## src/sv/ibfd_pkg.sv

```systemverilog
package ibfd_pkg;

  // Frame layout
  localparam int unsigned NumFields     = 9;
  localparam int unsigned FieldW        = 18;
  localparam int unsigned MagW          = 17;
  localparam int unsigned PosW          = 5;
  localparam int unsigned FirstFieldPos = 4;
  localparam int unsigned LastPos       = 31;
  localparam int unsigned FieldBytes    = 3;
  localparam int unsigned StatusW       = 3;

  // Result stream packing: nine fields, status, zero fill to whole bytes
  localparam int unsigned OutBitsUsed = NumFields * FieldW + StatusW;
  localparam int unsigned OutDataW    = ((OutBitsUsed + 7) / 8) * 8;

  // Configuration register defaults and addressing
  localparam logic [7:0] StartByteReset = 8'h68;
  localparam int unsigned ApbAddrW      = 3;

  typedef enum logic [StatusW-1:0] {
    ST_OK        = 3'd0,
    ST_BAD_START = 3'd1,
    ST_BAD_SUM   = 3'd2,
    ST_BAD_SIGN  = 3'd3,
    ST_BAD_DIGIT = 3'd4
  } status_e;

  typedef struct packed {
    logic [7:0] rx_byte;
    logic       frame_first;
  } in_item_t;

  typedef struct packed {
    status_e                              frame_status;
    logic [NumFields-1:0][FieldW-1:0]     fields;
  } result_t;

  // Field number for a byte offset within the field area (offset / 3)
  function automatic logic [3:0] field_index(input logic [PosW-1:0] rel);
    logic [3:0] idx;
    idx = '0;
    for (int i = 1; i < NumFields; i++) begin
      if (rel >= PosW'(i * FieldBytes)) idx = 4'(i);
    end
    return idx;
  endfunction

endpackage

```

## src/sv/ibfd_core.sv

```systemverilog
module ibfd_core (
  input  logic              clk_i,
  input  logic              rst_ni,
  input  logic              step_i,
  input  ibfd_pkg::in_item_t item_i,
  input  logic [7:0]        start_byte_i,
  output logic              is_last_o,
  output ibfd_pkg::result_t res_o
);
  import ibfd_pkg::*;

  logic [PosW-1:0] pos_q, pos_d, pos;
  logic [7:0]      sum_q, sum_d;
  logic            start_bad_q, start_bad_d;
  logic            sign_bad_q, sign_bad_d;
  logic            digit_bad_q, digit_bad_d;
  logic            neg_q, neg_d;
  logic [MagW-1:0] mag_q, mag_d;
  logic [NumFields-1:0][FieldW-1:0] fields_q;

  logic [7:0]      b;
  logic [3:0]      hi, lo;
  logic [PosW-1:0] rel;
  logic [3:0]      fidx;
  logic [1:0]      k;
  logic [MagW-1:0] mag_shift;
  logic [FieldW-1:0] value;
  logic            field_wr;
  status_e         status;

  // Byte position and place within a field
  always_comb begin
    b    = item_i.rx_byte;
    hi   = b[7:4];
    lo   = b[3:0];
    pos  = item_i.frame_first ? '0 : pos_q;
    rel  = pos - PosW'(FirstFieldPos);
    fidx = field_index(rel);
    k    = 2'(rel - ((PosW'(fidx) << 1) + PosW'(fidx)));
    is_last_o = (pos == PosW'(LastPos));
  end

  // Accumulate two digits: acc*100 + hi*10 + lo, wrapping to the accumulator width
  assign mag_shift = (mag_q << 6) + (mag_q << 5) + (mag_q << 2)
                   + MagW'({hi, 3'b000}) + MagW'({hi, 1'b0}) + MagW'(lo);

  // Next state for one byte
  always_comb begin
    pos_d       = pos + 1'b1;
    sum_d       = sum_q;
    start_bad_d = start_bad_q;
    sign_bad_d  = sign_bad_q;
    digit_bad_d = digit_bad_q;
    neg_d       = neg_q;
    mag_d       = mag_q;
    field_wr    = 1'b0;
    if (pos == '0) begin
      start_bad_d = (b != start_byte_i);
      sum_d       = '0;
      sign_bad_d  = 1'b0;
      digit_bad_d = 1'b0;
    end else if (pos < PosW'(FirstFieldPos)) begin
      sum_d = sum_q + b;
    end else if (pos < PosW'(LastPos)) begin
      if (k == 2'd0) begin
        neg_d = (hi == 4'd1);
        if (hi inside {[4'd2:4'd9]}) sign_bad_d = 1'b1;
        if (lo > 4'd9) digit_bad_d = 1'b1;
        mag_d = MagW'(lo);
      end else begin
        if (hi > 4'd9 || lo > 4'd9) digit_bad_d = 1'b1;
        mag_d = mag_shift;
      end
      if (k == 2'd2) begin
        sum_d    = sum_q + b;
        field_wr = 1'b1;
      end
    end
  end

  // Signed field value from the sign flag and the finished magnitude
  assign value = neg_q ? (FieldW'(0) - {1'b0, mag_d}) : {1'b0, mag_d};

  // Frame verdict at the checksum byte, in priority order
  always_comb begin
    if (start_bad_q)        status = ST_BAD_START;
    else if (sum_q != b)    status = ST_BAD_SUM;
    else if (sign_bad_q)    status = ST_BAD_SIGN;
    else if (digit_bad_q)   status = ST_BAD_DIGIT;
    else                    status = ST_OK;
    res_o.frame_status = status;
    res_o.fields       = (status == ST_OK) ? fields_q : '0;
  end

  // Hold decoder state
  always_ff @(posedge clk_i or negedge rst_ni) begin
    if (!rst_ni) begin
      pos_q       <= '0;
      sum_q       <= '0;
      start_bad_q <= 1'b0;
      sign_bad_q  <= 1'b0;
      digit_bad_q <= 1'b0;
      neg_q       <= 1'b0;
      mag_q       <= '0;
    end else if (step_i) begin
      pos_q       <= pos_d;
      sum_q       <= sum_d;
      start_bad_q <= start_bad_d;
      sign_bad_q  <= sign_bad_d;
      digit_bad_q <= digit_bad_d;
      neg_q       <= neg_d;
      mag_q       <= mag_d;
    end
  end

  // Store each decoded field on its last byte
  always_ff @(posedge clk_i) begin
    if (step_i && field_wr) begin
      fields_q[fidx] <= value;
    end
  end

endmodule

```

## src/sv/imu_bcd_frame_decoder_unit.sv

```systemverilog
// IMU frame decoder: takes a 32-byte frame one byte per transaction on the
// s_axis channel (tdata = received byte, tuser = first byte of a frame) and
// gives one decoded transaction on the m_axis channel after the checksum
// byte: nine signed 18-bit values and a 3-bit status. On any error the nine
// values read as zero.
// The expected start byte sits in the APB register at address 0 (0x68 after
// reset); write it only while the block is idle. pready is always high.
// One byte is taken every cycle while no checksum byte waits. A byte passes
// through an input register and then a single pass of decode logic that
// updates the frame state; the result register is loaded as the checksum
// byte leaves the input register, and the result shows on m_axis from it.
// When the receiver stalls, the result holds in its register and header and
// field bytes keep flowing; only a checksum byte waits in the input
// register, and s_axis_tready drops once that register is full.
// Reset clears the byte count, the checksum, the error flags and both valid
// flags; the first byte after reset counts as frame byte 0.
module imu_bcd_frame_decoder_unit (
  input  logic                          clk_i,
  input  logic                          rst_ni,
  // Byte stream in
  input  logic                          s_axis_tvalid,
  output logic                          s_axis_tready,
  input  logic [7:0]                    s_axis_tdata,  // [7:0] rx_byte
  input  logic                          s_axis_tuser,  // [0] frame_first
  // Result stream out
  output logic                          m_axis_tvalid,
  input  logic                          m_axis_tready,
  // [17:0] angle_roll, [35:18] angle_pitch, [53:36] angle_yaw,
  // [71:54] accel_x, [89:72] accel_y, [107:90] accel_z, [125:108] rate_x,
  // [143:126] rate_y, [161:144] rate_z, [164:162] frame_status, rest zero
  output logic [ibfd_pkg::OutDataW-1:0] m_axis_tdata,
  // Configuration
  input  logic                          psel,
  input  logic                          penable,
  input  logic                          pwrite,
  input  logic [ibfd_pkg::ApbAddrW-1:0] paddr,
  input  logic [31:0]                   pwdata,
  output logic [31:0]                   prdata,
  output logic                          pready
);
  import ibfd_pkg::*;

  logic       in_valid_q;
  in_item_t   in_item_q;
  logic       out_valid_q;
  result_t    out_res_q;
  logic [7:0] start_byte_q;

  logic       step;
  logic       is_last;
  logic       out_free;
  result_t    res;

  // Register write and read back
  assign pready = 1'b1;
  assign prdata = (paddr[ApbAddrW-1] == 1'b0) ? {24'd0, start_byte_q} : 32'd0;

  always_ff @(posedge clk_i or negedge rst_ni) begin
    if (!rst_ni) begin
      start_byte_q <= StartByteReset;
    end else if (psel && penable && pwrite && pready && paddr[ApbAddrW-1] == 1'b0) begin
      start_byte_q <= pwdata[7:0];
    end
  end

  // Advance a byte unless it is a checksum byte facing a full result register
  assign out_free      = !out_valid_q || m_axis_tready;
  assign step          = in_valid_q && (!is_last || out_free);
  assign s_axis_tready = !in_valid_q || step;

  // Input register
  always_ff @(posedge clk_i or negedge rst_ni) begin
    if (!rst_ni) begin
      in_valid_q <= 1'b0;
    end else if (s_axis_tready) begin
      in_valid_q <= s_axis_tvalid;
    end
  end

  always_ff @(posedge clk_i) begin
    if (s_axis_tvalid && s_axis_tready) begin
      in_item_q.rx_byte     <= s_axis_tdata;
      in_item_q.frame_first <= s_axis_tuser;
    end
  end

  ibfd_core u_core (
    .clk_i        (clk_i),
    .rst_ni       (rst_ni),
    .step_i       (step),
    .item_i       (in_item_q),
    .start_byte_i (start_byte_q),
    .is_last_o    (is_last),
    .res_o        (res)
  );

  // Result register
  always_ff @(posedge clk_i or negedge rst_ni) begin
    if (!rst_ni) begin
      out_valid_q <= 1'b0;
    end else if (step && is_last) begin
      out_valid_q <= 1'b1;
    end else if (m_axis_tready) begin
      out_valid_q <= 1'b0;
    end
  end

  always_ff @(posedge clk_i) begin
    if (step && is_last) begin
      out_res_q <= res;
    end
  end

  assign m_axis_tvalid = out_valid_q;
  assign m_axis_tdata  = {(OutDataW - OutBitsUsed)'(0), out_res_q};

endmodule

```

## config.mk

```make
export PLATFORM = sky130hd
export DESIGN_NAME = imu_bcd_frame_decoder_unit
export DESIGN_NICKNAME = d
export VERILOG_FILES = /design/src/sv/ibfd_pkg.sv /design/src/sv/ibfd_core.sv /design/src/sv/imu_bcd_frame_decoder_unit.sv
export SDC_FILE = /design/constraint.sdc
export NUM_CORES = 1
export LEC_CHECK = 0
export BUFFER_PORTS_ARGS = -buffer_cell sky130_fd_sc_hd__buf_2
export CORE_MARGIN = 2
export CORE_UTILIZATION = 30
export DETAILED_ROUTE_END_ITERATION = 8
export PLACE_DENSITY = 0.58
export SLEW_MARGIN = 25
export SYNTH_ARGS = -nofsm -noshare
export SYNTH_HDL_FRONTEND = slang
export SYNTH_SLANG_ARGS = --single-unit
```

## constraint.sdc

```tcl
create_clock -name clk_i -period 12.95 [get_ports clk_i]
set_input_delay 0.6475 -clock clk_i [delete_from_list [all_inputs] [get_ports clk_i]]
set_output_delay 0.6475 -clock clk_i [all_outputs]
set_load 0.03 [all_outputs]
```

==> impl_metrics.csv, run 1 <==
group,metric,value,unit
layout,multi_input_area,4530,um2
clocking,clk_path_buf_depth,3,
detailed_routing,drc_errors,0,
sta,period_minus_slack,5980,ps
floorplanning,die_x,235,um
sta,skew,27.8,ps
placement,routabilityCongestion,0.812,
logic_synthesis,ys_seq_elements,380,
setup_path,critical_path_class,"reg -> reg",
sta,finalHoldViolCount,0,
placement,io_buffers,199,
placement,placed_cell_area,17700,um2
logic_synthesis,synth.area.top_cells,"edfxtp_1 (63%), and2_1 (6.8%), dfrtp_1 (6.4%)",
setup_path,reg2reg_to,"u_core.fields_q[46]",
logic_synthesis,synth_area_per_cell,15.3,um2
clocking,cts.repair.resized,0,
floorplanning,num_io_pins,254,
logic_synthesis,synth_edf_count,336,
layout,postLayoutCellArea,19100,um2
run_status,status,"completed",
clocking,cts_setup_buffers,0,
setup_path,r2r-start,"in_item_q[0]",
detailed_routing,wl_per_cell,18.3,um
clocking,ctsHoldBuffers,0,
logic_synthesis,ys_top_cells_by_count,"edfxtp_1 (336), and2_1 (173), nand2_1 (50)",
clocking,cts_made_buffers,40,
setup_path,worstSetupStartpointType,"flip-flop",
floorplanning,die_y,235,um
layout,drive_above_1_share,0.249,
layout,nFillCells,4977,
logic_synthesis,synth_top_area_share,0.633,
pwr,p_total,3.95,mW
layout,seqCellArea,11200,um2
detailed_routing,wirelength,36300,um
layout,syn_to_final_growth,19.7,%
logic_synthesis,synth_cell_types,74,
sta,setup_viol,0,
global_routing,overflow,0,
detailed_routing,drt.antenna.violating_nets,0,
sta,slew_viol_final,0,
floorplanning,core_area,52600,um2
clocking,h-tree-depth,2,
placement,dp_hpwl,23600,um
sta,rsz0062_at_grt,"no",
sta,setup_tns,0,ps
setup_path,cp.arrival,6190,ps
logic_synthesis,syn_inst,1044,
setup_path,r2r_cells,17,
detailed_routing,via_per_inst,4.47,
pwr,p_leak,7.48,nW
detailed_routing,num_vias,8868,
logic_synthesis,synth_most_common_cell,"edfxtp_1",
floorplanning,die-area,55000,um2
clocking,cts_tree,"yes",
global_routing,antenna_found_initial,2,
floorplanning,start_util,0.303,
pwr,peakVddDrop,0.103,mV
sta,post-route-period-util,0.462,
clocking,clk_pin_slew,60,ps
floorplanning,rows,84,
run,cap_violations,0,
detailed_routing,initialDrtViolationCount,546,
setup_path,crit_fanout,12,
clocking,cts_root_buffer,"clkbuf_16",
pwr,pwr_density_cell,207,nW/um2
sta,tightest_slew,1050,ps
sta,max_freq,167,MHz
global_routing,grt_max_degree,134,
logic_synthesis,synth_top_flop_cell,"edfxtp_1",
global_routing,grt_first_pass_wirelength,52500,um
logic_synthesis,yosys.area.top_type,"edfxtp_1",
min_path,hp-class,"in -> async",
logic_synthesis,yosysSeqAreaShare,0.702,
setup_path,r2r_setup_slack,6970,ps
setup_path,endpoint_kind,"flip-flop",
global_routing,grt_pass1_vias,8443,
logic_synthesis,synth.cell_area,15900,um2
layout,nets,1376,
sta,slew_headroom,0.294,
detailed_routing,dr.pass1.iters,7,
global_routing,gr-usage-all-layers,0.130,
clocking,cts.sinks,380,
setup_path,critPathRequiredTime,13160,ps
logic_synthesis,ys_async_sr_fraction,0.116,
logic_synthesis,yosysWarnings,0,
clocking,clkLatencyLatePin,560,ps
-- how the worst max path moves through the flow --
stage / endpoint / startpoint / cells past startpoint / slack (ps)
detailed placement: u_core.fields_q[100] / in_item_q[0] / 17 / 7030
finish: u_core.fields_q[46] / in_item_q[0] / 17 / 6970
CTS: u_core.fields_q[46] / in_item_q[0] / 17 / 6990
global placement: u_core.fields_q[100] / in_item_q[0] / 17 / 7100
floorplan: m_axis_tvalid / in_item_q[0] / 8 / 7100
global route: u_core.fields_q[82] / in_item_q[0] / 19 / 6510
-- metrics by stage --
step / hold WS [ps] / worst slack, ps / utilization / instances
floorplan: 352 / 7100 / - / 1070
global placement: 488 / 7100 / 0.337 / 1910
detailed placement: 501 / 7030 / 0.337 / 1910
CTS: 107 / 6990 / 0.363 / 1983
global route: 139 / 6510 / 0.363 / 1983
finish: 118 / 6970 / 0.363 / 1984
-- critical path: stages (launching register included) --
cell      delay (ps)
edfxtp_1         560
nand2b_1         330
ha_1             260
o311a_1          360
o31ai_1          400
inv_1            180
ha_1             250
xnor2_1          390
xnor2_1          310
nand2_1          330
a21oi_1          260
nor2_1            50
a21oi_1          180
ha_1             220
o211ai_1         140
nand4b_4         220
o31ai_1          410
xor2_2           780
-- cells in the final DEF (no fill, tap or decap), types with 9 or more instances in the layout --
cell type,instances
edfxtp_1,336
buf_2,198
and2_1,167
nand2_1,50
ha_1,43
dfrtp_1,41
clkbuf_16,40
a21oi_1,30
conb_1,28
o21ai_0,27
nor2_1,24
xnor2_1,24
fa_1,18
xor2_1,16
a22o_1,16
buf_4,16
nand3_1,15
nor3_1,13
nor2b_1,13
inv_1,11
o31ai_1,9
-- where the power goes --
part	internal [mW]	switching (mW)	total, mW	leakage (nW)
sequential	1.46	0.0817	1.54	3.76
clock	0.703	0.469	1.17	0.647
combinational	0.439	0.792	1.23	3.08
total	2.60	1.34	3.95	7.48
-- sequential cells by signal, summed over array words and instances, names as in the netlist, 5 cells and up --
register / cells
m_axis_tdata: 165
u_core.fields_q: 162
u_core.mag_q: 17
in_item_q: 9
start_byte_q: 8
u_core.sum_q: 8
u_core.pos_q: 5
-- routing by layer --
| layer | global-route usage | part of all wire |
|---|---|---|
| met5 | 0 | 0 |
| met2 | 0.212 | 0.48 |
| met3 | 0.0253 | 0.052 |
| met1 | 0.171 | 0.43 |
| met4 | 0.0470 | 0.029 |
-- kinds of logic after synthesis --
group | count (synthesis) | synth area share
fa+ha+maj | 61 | 0.0563
simple gates | 325 | 0.117
mux | 14 | 0.00941
flops | 380 | 0.702
compound gates | 141 | 0.0635
other cells | 2 | 0.000471
xor+xnor | 47 | 0.0258
buf+inv | 74 | 0.0257
-- area by class of cell --
type / instances / share of cell area
clock buffer: 50 / 0.0554
multi-input combinational: 616 / 0.237
sequential: 380 / 0.586
timing repair buffer: 215 / 0.0588
inverter: 11 / 0.00216
antenna: 1 / 0.000131
tap: 688 / 0.0451
clock inverter: 23 / 0.0149
Power figures use the tool's default switching activity.
==> inputs of run 2 (changes only) <==
Clock period 12.95 ns to 5.8 ns, I/O delays scaled along.
==> run 2 against run 1 <==
Against the previous run: first-iteration DRC count shrank 3.8%; clock skew is 16 ps lower; sequential power grew 120%; sequential share of layout area down 0.47 points; routed wire length grew 2.2%; power up 120%; sequential cell count stayed put; clock power rose by 100%; die area stayed put; combinational power up 120%; fmax increased by 18%; critical endpoint is now u_core.fields_q[100].
==> impl_metrics.csv, run 2 (synthesis gave the netlist of run 1 again) <==
group,metric,value,unit
run_status,status,"completed",
placement,dp_hpwl,24500,um
clocking,cts_root_buffer,"clkbuf_16",
detailed_routing,wirelength,37100,um
sta,slew_viol_final,0,
clocking,cts_tree,"yes",
floorplanning,core_area,52600,um2
layout,syn_to_final_growth,20.7,%
global_routing,grt_first_pass_wirelength,54100,um
floorplanning,die_x,235,um
floorplanning,die_y,235,um
detailed_routing,dr.pass1.iters,5,
layout,nets,1412,
sta,max_freq,197,MHz
layout,largest_reg_flops,165,
run,cap_violations,0,
detailed_routing,drt.antenna.violating_nets,0,
global_routing,gr-usage-all-layers,0.132,
pwr,peakVddDrop,0.234,mV
setup_path,critPathRequiredTime,6050,ps
sta,post-route-period-util,0.873,
clocking,clkLatencyLatePin,550,ps
floorplanning,start_util,0.303,
sta,tightest_slew,866,ps
global_routing,overflow,0,
global_routing,antenna_found_initial,1,
layout,drive_above_1_share,0.243,
pwr,p_total,8.55,mW
detailed_routing,initialDrtViolationCount,525,
clocking,h-tree-depth,2,
floorplanning,die-area,55000,um2
detailed_routing,num_vias,9038,
global_routing,grt_max_degree,163,
setup_path,cp.arrival,5320,ps
placement,io_buffers,199,
clocking,cts.sinks,380,
sta,period_minus_slack,5070,ps
global_routing,grt_pass1_vias,8713,
sta,setup_viol,0,
floorplanning,rows,84,
layout,final_common_cell,"edfxtp_1",
sta,slew_headroom,0.421,
min_path,hp-class,"in -> reg",
clocking,cts_setup_buffers,0,
setup_path,worstSetupStartpointType,"flip-flop",
floorplanning,num_io_pins,254,
detailed_routing,drc_errors,0,
clocking,clk_pin_slew,60,ps
setup_path,endpoint_kind,"flip-flop",
sta,finalHoldViolCount,0,
placement,routabilityCongestion,0.806,
sta,skew,12.2,ps
sta,rsz0062_at_grt,"no",
layout,layout_common_cells,"edfxtp_1 (336), buf_2 (199), and2_1 (173)",
detailed_routing,wl_per_cell,18.4,um
detailed_routing,via_per_inst,4.48,
setup_path,crit_fanout,9,
clocking,cts_made_buffers,41,
sta,setup_tns,0,ps
pwr,pwr_density_cell,444,nW/um2
setup_path,critical_path_class,"reg -> reg",
clocking,clk_path_buf_depth,3,
pwr,p_leak,7.56,nW
## run 2: cell types whose count changed in the layout (fill, tap and decap cells not counted), moves of 3 or more
cell,change
and2_1,+6
buf_4,+14
clkinv_1,+4
and2_2,-6
dlygate4sd3_1,+19
clkbuf_1,+5
bufinv_16,-6
clkinvlp_4,-3
## run 2: what timing repair did
item	CTS	global route
hold buffers	19	0
gates resized for setup	0	1
endpoints found under the hold margin	59	0
endpoints found under the setup margin	0	9
## run 2: worst paths after layout
kind	from	endpoint	slack [ps]	cells past startpoint
min	m_axis_tready	in_valid_q	100	4
max	in_item_q[0]	u_core.fields_q[100]	730	17
min in group asynchronous	rst_ni	start_byte_q[7]	380	3
max in group asynchronous	rst_ni	u_core.mag_q[15]	4990	3
min reg2reg	u_core.mag_q[16]	u_core.mag_q[16]	510	2
max reg2reg	in_item_q[0]	u_core.fields_q[100]	730	17
## run 2: report_power, final
group	switching [mW]	internal, mW
clock	1.03	1.31
combinational	1.75	1.01
sequential	0.180	3.27
## run 2: stage by stage
step / utilization / cell area [um2] / std cells / hold slack (ps) / setup slack, ps
3_3_place_gp: 0.340 / 17900 / 1926 / 447 / 656
2_1_floorplan: - / 16000 / 1070 / -5.59 / 1100
3_5_place_dp: 0.340 / 17900 / 1926 / 438 / 648
6_report: 0.366 / 19200 / 2019 / 97.4 / 734
5_1_grt: 0.366 / 19200 / 2018 / 114 / 171
4_1_cts: 0.366 / 19200 / 2018 / 75.5 / 602
## run 2: worst max-delay path, cell delays in order, from the launching register on
cell      delay (ps)
edfxtp_1         380
nand2b_1         260
ha_1             260
o311a_1          350
o31ai_1          400
inv_1            170
ha_1             250
xnor2_1          170
xnor2_1          400
nand2_1          130
a21oi_1          210
nor2_1            60
a21oi_1          180
ha_1             230
o211ai_1         120
nand4b_4         210
o31ai_1          400
xor2_2           580
## run 2: per-layer routing
layer | track usage | up-vias | wire, um
met2 | 0.220 | 224 | 18300
met1 | 0.176 | 4481 | 16100
met4 | 0.0413 | 0 | 860
met5 | 0 | - | 0
met3 | 0.0236 | 49 | 1860
li1 | - | 4284 | -
## run 2: cell type report
| type | count | area (um2) |
|---|---|---|
| Clock inverter | 19 | 101 |
| Multi-Input combinational cell | 616 | 4520 |
| Antenna cell | 1 | 2.50 |
| Fill cell | 4999 | 33300 |
| Tap cell | 688 | 861 |
| Timing Repair Buffer | 250 | 1450 |
| Clock buffer | 54 | 1070 |
| Sequential cell | 380 | 11200 |
| Inverter | 11 | 41.3 |
==> inputs of run 3 (changes only) <==
Settings changed: ABC_AREA set to 1.
==> run 3 against run 2 <==
Against the previous run: synthesized cell count grew 35%; clock-buffer cell count shrank 12; power grew 10%; critical endpoint is now u_core.fields_q[158]; area after synthesis grew 3.4%; via count grew 12%; hold slack gained 240 ps; sequential share of layout area shrank 1.9 points; cell area grew 3.3%; sequential power grew 4%.
==> impl_metrics.csv, run 3 <==
group,metric,value,unit
detailed_routing,wirelength,37700,um
logic_synthesis,synth_area_per_cell,11.7,um2
layout,utilization,0.368,
logic_synthesis,ys_top_cells_by_count,"edfxtp_1 (336), inv_1 (276), nor2_1 (217)",
setup_path,endpoint_kind,"flip-flop",
logic_synthesis,yosysWarnings,0,
layout,syn_to_final_growth,20.6,%
setup_path,crit_buf_inv,5,
setup_path,critPathRequiredTime,5950,ps
clocking,cts.sinks,380,
floorplanning,die-area,56900,um2
clocking,cts.repair.resized,0,
sta,slew_headroom,0.352,
logic_synthesis,synth_most_common_cell,"edfxtp_1",
pwr,peakVddDrop,0.230,mV
logic_synthesis,syn_inst,1412,
detailed_routing,num_vias,10200,
layout,insertedDiodeCount,0,
global_routing,overflow,0,
detailed_routing,initialDrtViolationCount,549,
setup_path,worstSetupStartpointType,"flip-flop",
clocking,clk_path_buf_depth,3,
detailed_routing,wl_per_cell,15.7,um
run_status,status,"completed",
placement,dp_hpwl,25300,um
floorplanning,num_io_pins,254,
pwr,pwr_density_cell,475,nW/um2
global_routing,grt_pass1_vias,9652,
run,cap_violations,0,
detailed_routing,dr.pass1.iters,5,
logic_synthesis,muxShareOfSynthArea,0,
logic_synthesis,yosys.area.top_type,"edfxtp_1",
sta,post-route-period-util,0.789,
pwr,p_leak,9.04,nW
sta,rsz0062_at_grt,"no",
setup_path,cp.arrival,4720,ps
sta,hold_slack,334,ps
setup_path,crit_slowest_cell,"edfxtp_1",
floorplanning,rows,85,
detailed_routing,via_per_inst,4.25,
layout,finalNonFillerCells,2392,
setup_path,crit_fanout,9,
logic_synthesis,synth-simple-area-share,0.140,
layout,final_common_cell,"edfxtp_1",
logic_synthesis,synth.area.top_cells,"edfxtp_1 (61%), inv_1 (6.3%), dfrtp_1 (6.2%)",
layout,nets,1778,
logic_synthesis,yosysSeqAreaShare,0.679,
logic_synthesis,synth_top_flop_cell,"edfxtp_1",
logic_synthesis,synth_edf_count,336,
min_path,hp-class,"in -> reg",
sta,finalHoldViolCount,0,
logic_synthesis,synth_cell_types,44,
pwr,p_total,9.44,mW
global_routing,antenna_found_initial,0,
sta,skew,22.4,ps
logic_synthesis,synth.cell_area,16500,um2
placement,dp_cells,2299,
global_routing,gr-usage-all-layers,0.132,
clocking,clkLatencyLatePin,570,ps
logic_synthesis,synth_top_family_by_area,"simple AND/OR/NAND/NOR gates",
placement,routabilityCongestion,0.807,
sta,period_minus_slack,4570,ps
detailed_routing,drt.antenna.violating_nets,0,
placement,io_buffers,199,
setup_path,critical_path_class,"reg -> reg",
placement,placed_cell_area,18400,um2
placement,dp_slack,1250,ps
logic_synthesis,yosys.area_share.adder,0.0545,
floorplanning,die_x,238,um
global_routing,grt_max_degree,104,
sta,tightest_slew,972,ps
clocking,h-tree-depth,2,
setup_path,cp_common_cell,"nand2_1",
logic_synthesis,synth-compound-area-share,0.0269,
floorplanning,die_y,238,um
layout,nFillCells,5313,
logic_synthesis,synth_top_area_share,0.612,
layout,postLayoutCellArea,19900,um2
layout,largest_reg_flops,165,
layout,layout_common_cells,"edfxtp_1 (336), inv_1 (275), nor2_1 (216)",
clocking,cts_tree,"yes",
floorplanning,core_area,54000,um2
clocking,clk_pin_slew,60,ps
clocking,cts_made_buffers,41,
floorplanning,start_util,0.305,
sta,setup_tns,0,ps
layout,drive_above_1_share,0.210,
global_routing,grt_first_pass_wirelength,56800,um
clocking,cts_root_buffer,"clkbuf_16",
sta,max_freq,219,MHz
sta,setup_viol,0,
logic_synthesis,ys_seq_elements,380,
logic_synthesis,ys_async_sr_fraction,0.116,
setup_path,slowest_delay,390,ps
detailed_routing,drc_errors,0,
sta,setup_ws,1230,ps
setup_path,cp_top_family,"simple AND/OR/NAND/NOR gates",
sta,slew_viol_final,0,
logic_synthesis,synth_xor_area_frac,0.0138,
## run 3: cell types whose count changed after synthesis, sizes merged, moves of 9 or more
cell and change:
nand2 +153, nand4 +16, nor2 +206, clkbuf -13
and3 -9, o31ai -10, nand3 +37, and2 -174
xnor2 -17, a22o -16, nor2b -13, inv +272
## run 3: layout make-up
type                    instances  area [um2]  share of cell area
flip-flops and latches        380       11200               0.563
multi-input cells             718        4040               0.203
repair buffers                242        1370              0.0690
inverters                     283        1070              0.0539
clock buffers                  42        1030              0.0518
well taps                     696         871              0.0438
clock inverters                31         304              0.0153
## run 3: final timing paths
kind | startpoint | cells past startpoint | slack (ps) | to
min in group asynchronous | rst_ni | 3 | 360 | start_byte_q[7]
min reg2reg | u_core.mag_q[15] | 2 | 490 | u_core.mag_q[15]
max in group asynchronous | rst_ni | 3 | 5010 | u_core.mag_q[14]
max | in_item_q[0] | 31 | 1230 | u_core.fields_q[158]
min | pwrite | 3 | 330 | start_byte_q[3]
max reg2reg | in_item_q[0] | 31 | 1230 | u_core.fields_q[158]
## run 3: where the power goes
group	total [mW]	switching, mW	internal (mW)
clock	2.60	1.11	1.49
sequential	3.59	0.163	3.43
combinational	3.25	2.24	1.02
total	9.44	3.51	5.93
## run 3: metal layers
metal	share of wire	GRT usage	up-vias
met5	0	0	-
met4	0.026	0.0420	0
met3	0.057	0.0245	59
met2	0.46	0.210	278
met1	0.45	0.181	4807
li1	-	-	5015
## run 3: cells by family (layout without fill, tap and decap cells)
group	count (synthesis)	in the layout
compound gates	79	79
other cells	2	28
xor+xnor	26	26
flops	380	380
fa+ha+maj	61	61
buf+inv	340	598
simple gates	524	524
## run 3: worst register-to-register path, delay by kind of cell, from the launching register on
family                   cells  cell delay, ps
buffers and inverters        5             420
flip-flops                   1             390
AND/OR/NAND/NOR             22            2520
AO/OA/AOI/OAI                2             350
adder cells (fa/ha/maj)      2             470
## run 3: what timing repair did
item                      4_1_cts  5_1_grt
hold buffers                   20        0
hold endpoints to repair       60        0
buffers inserted                0        0
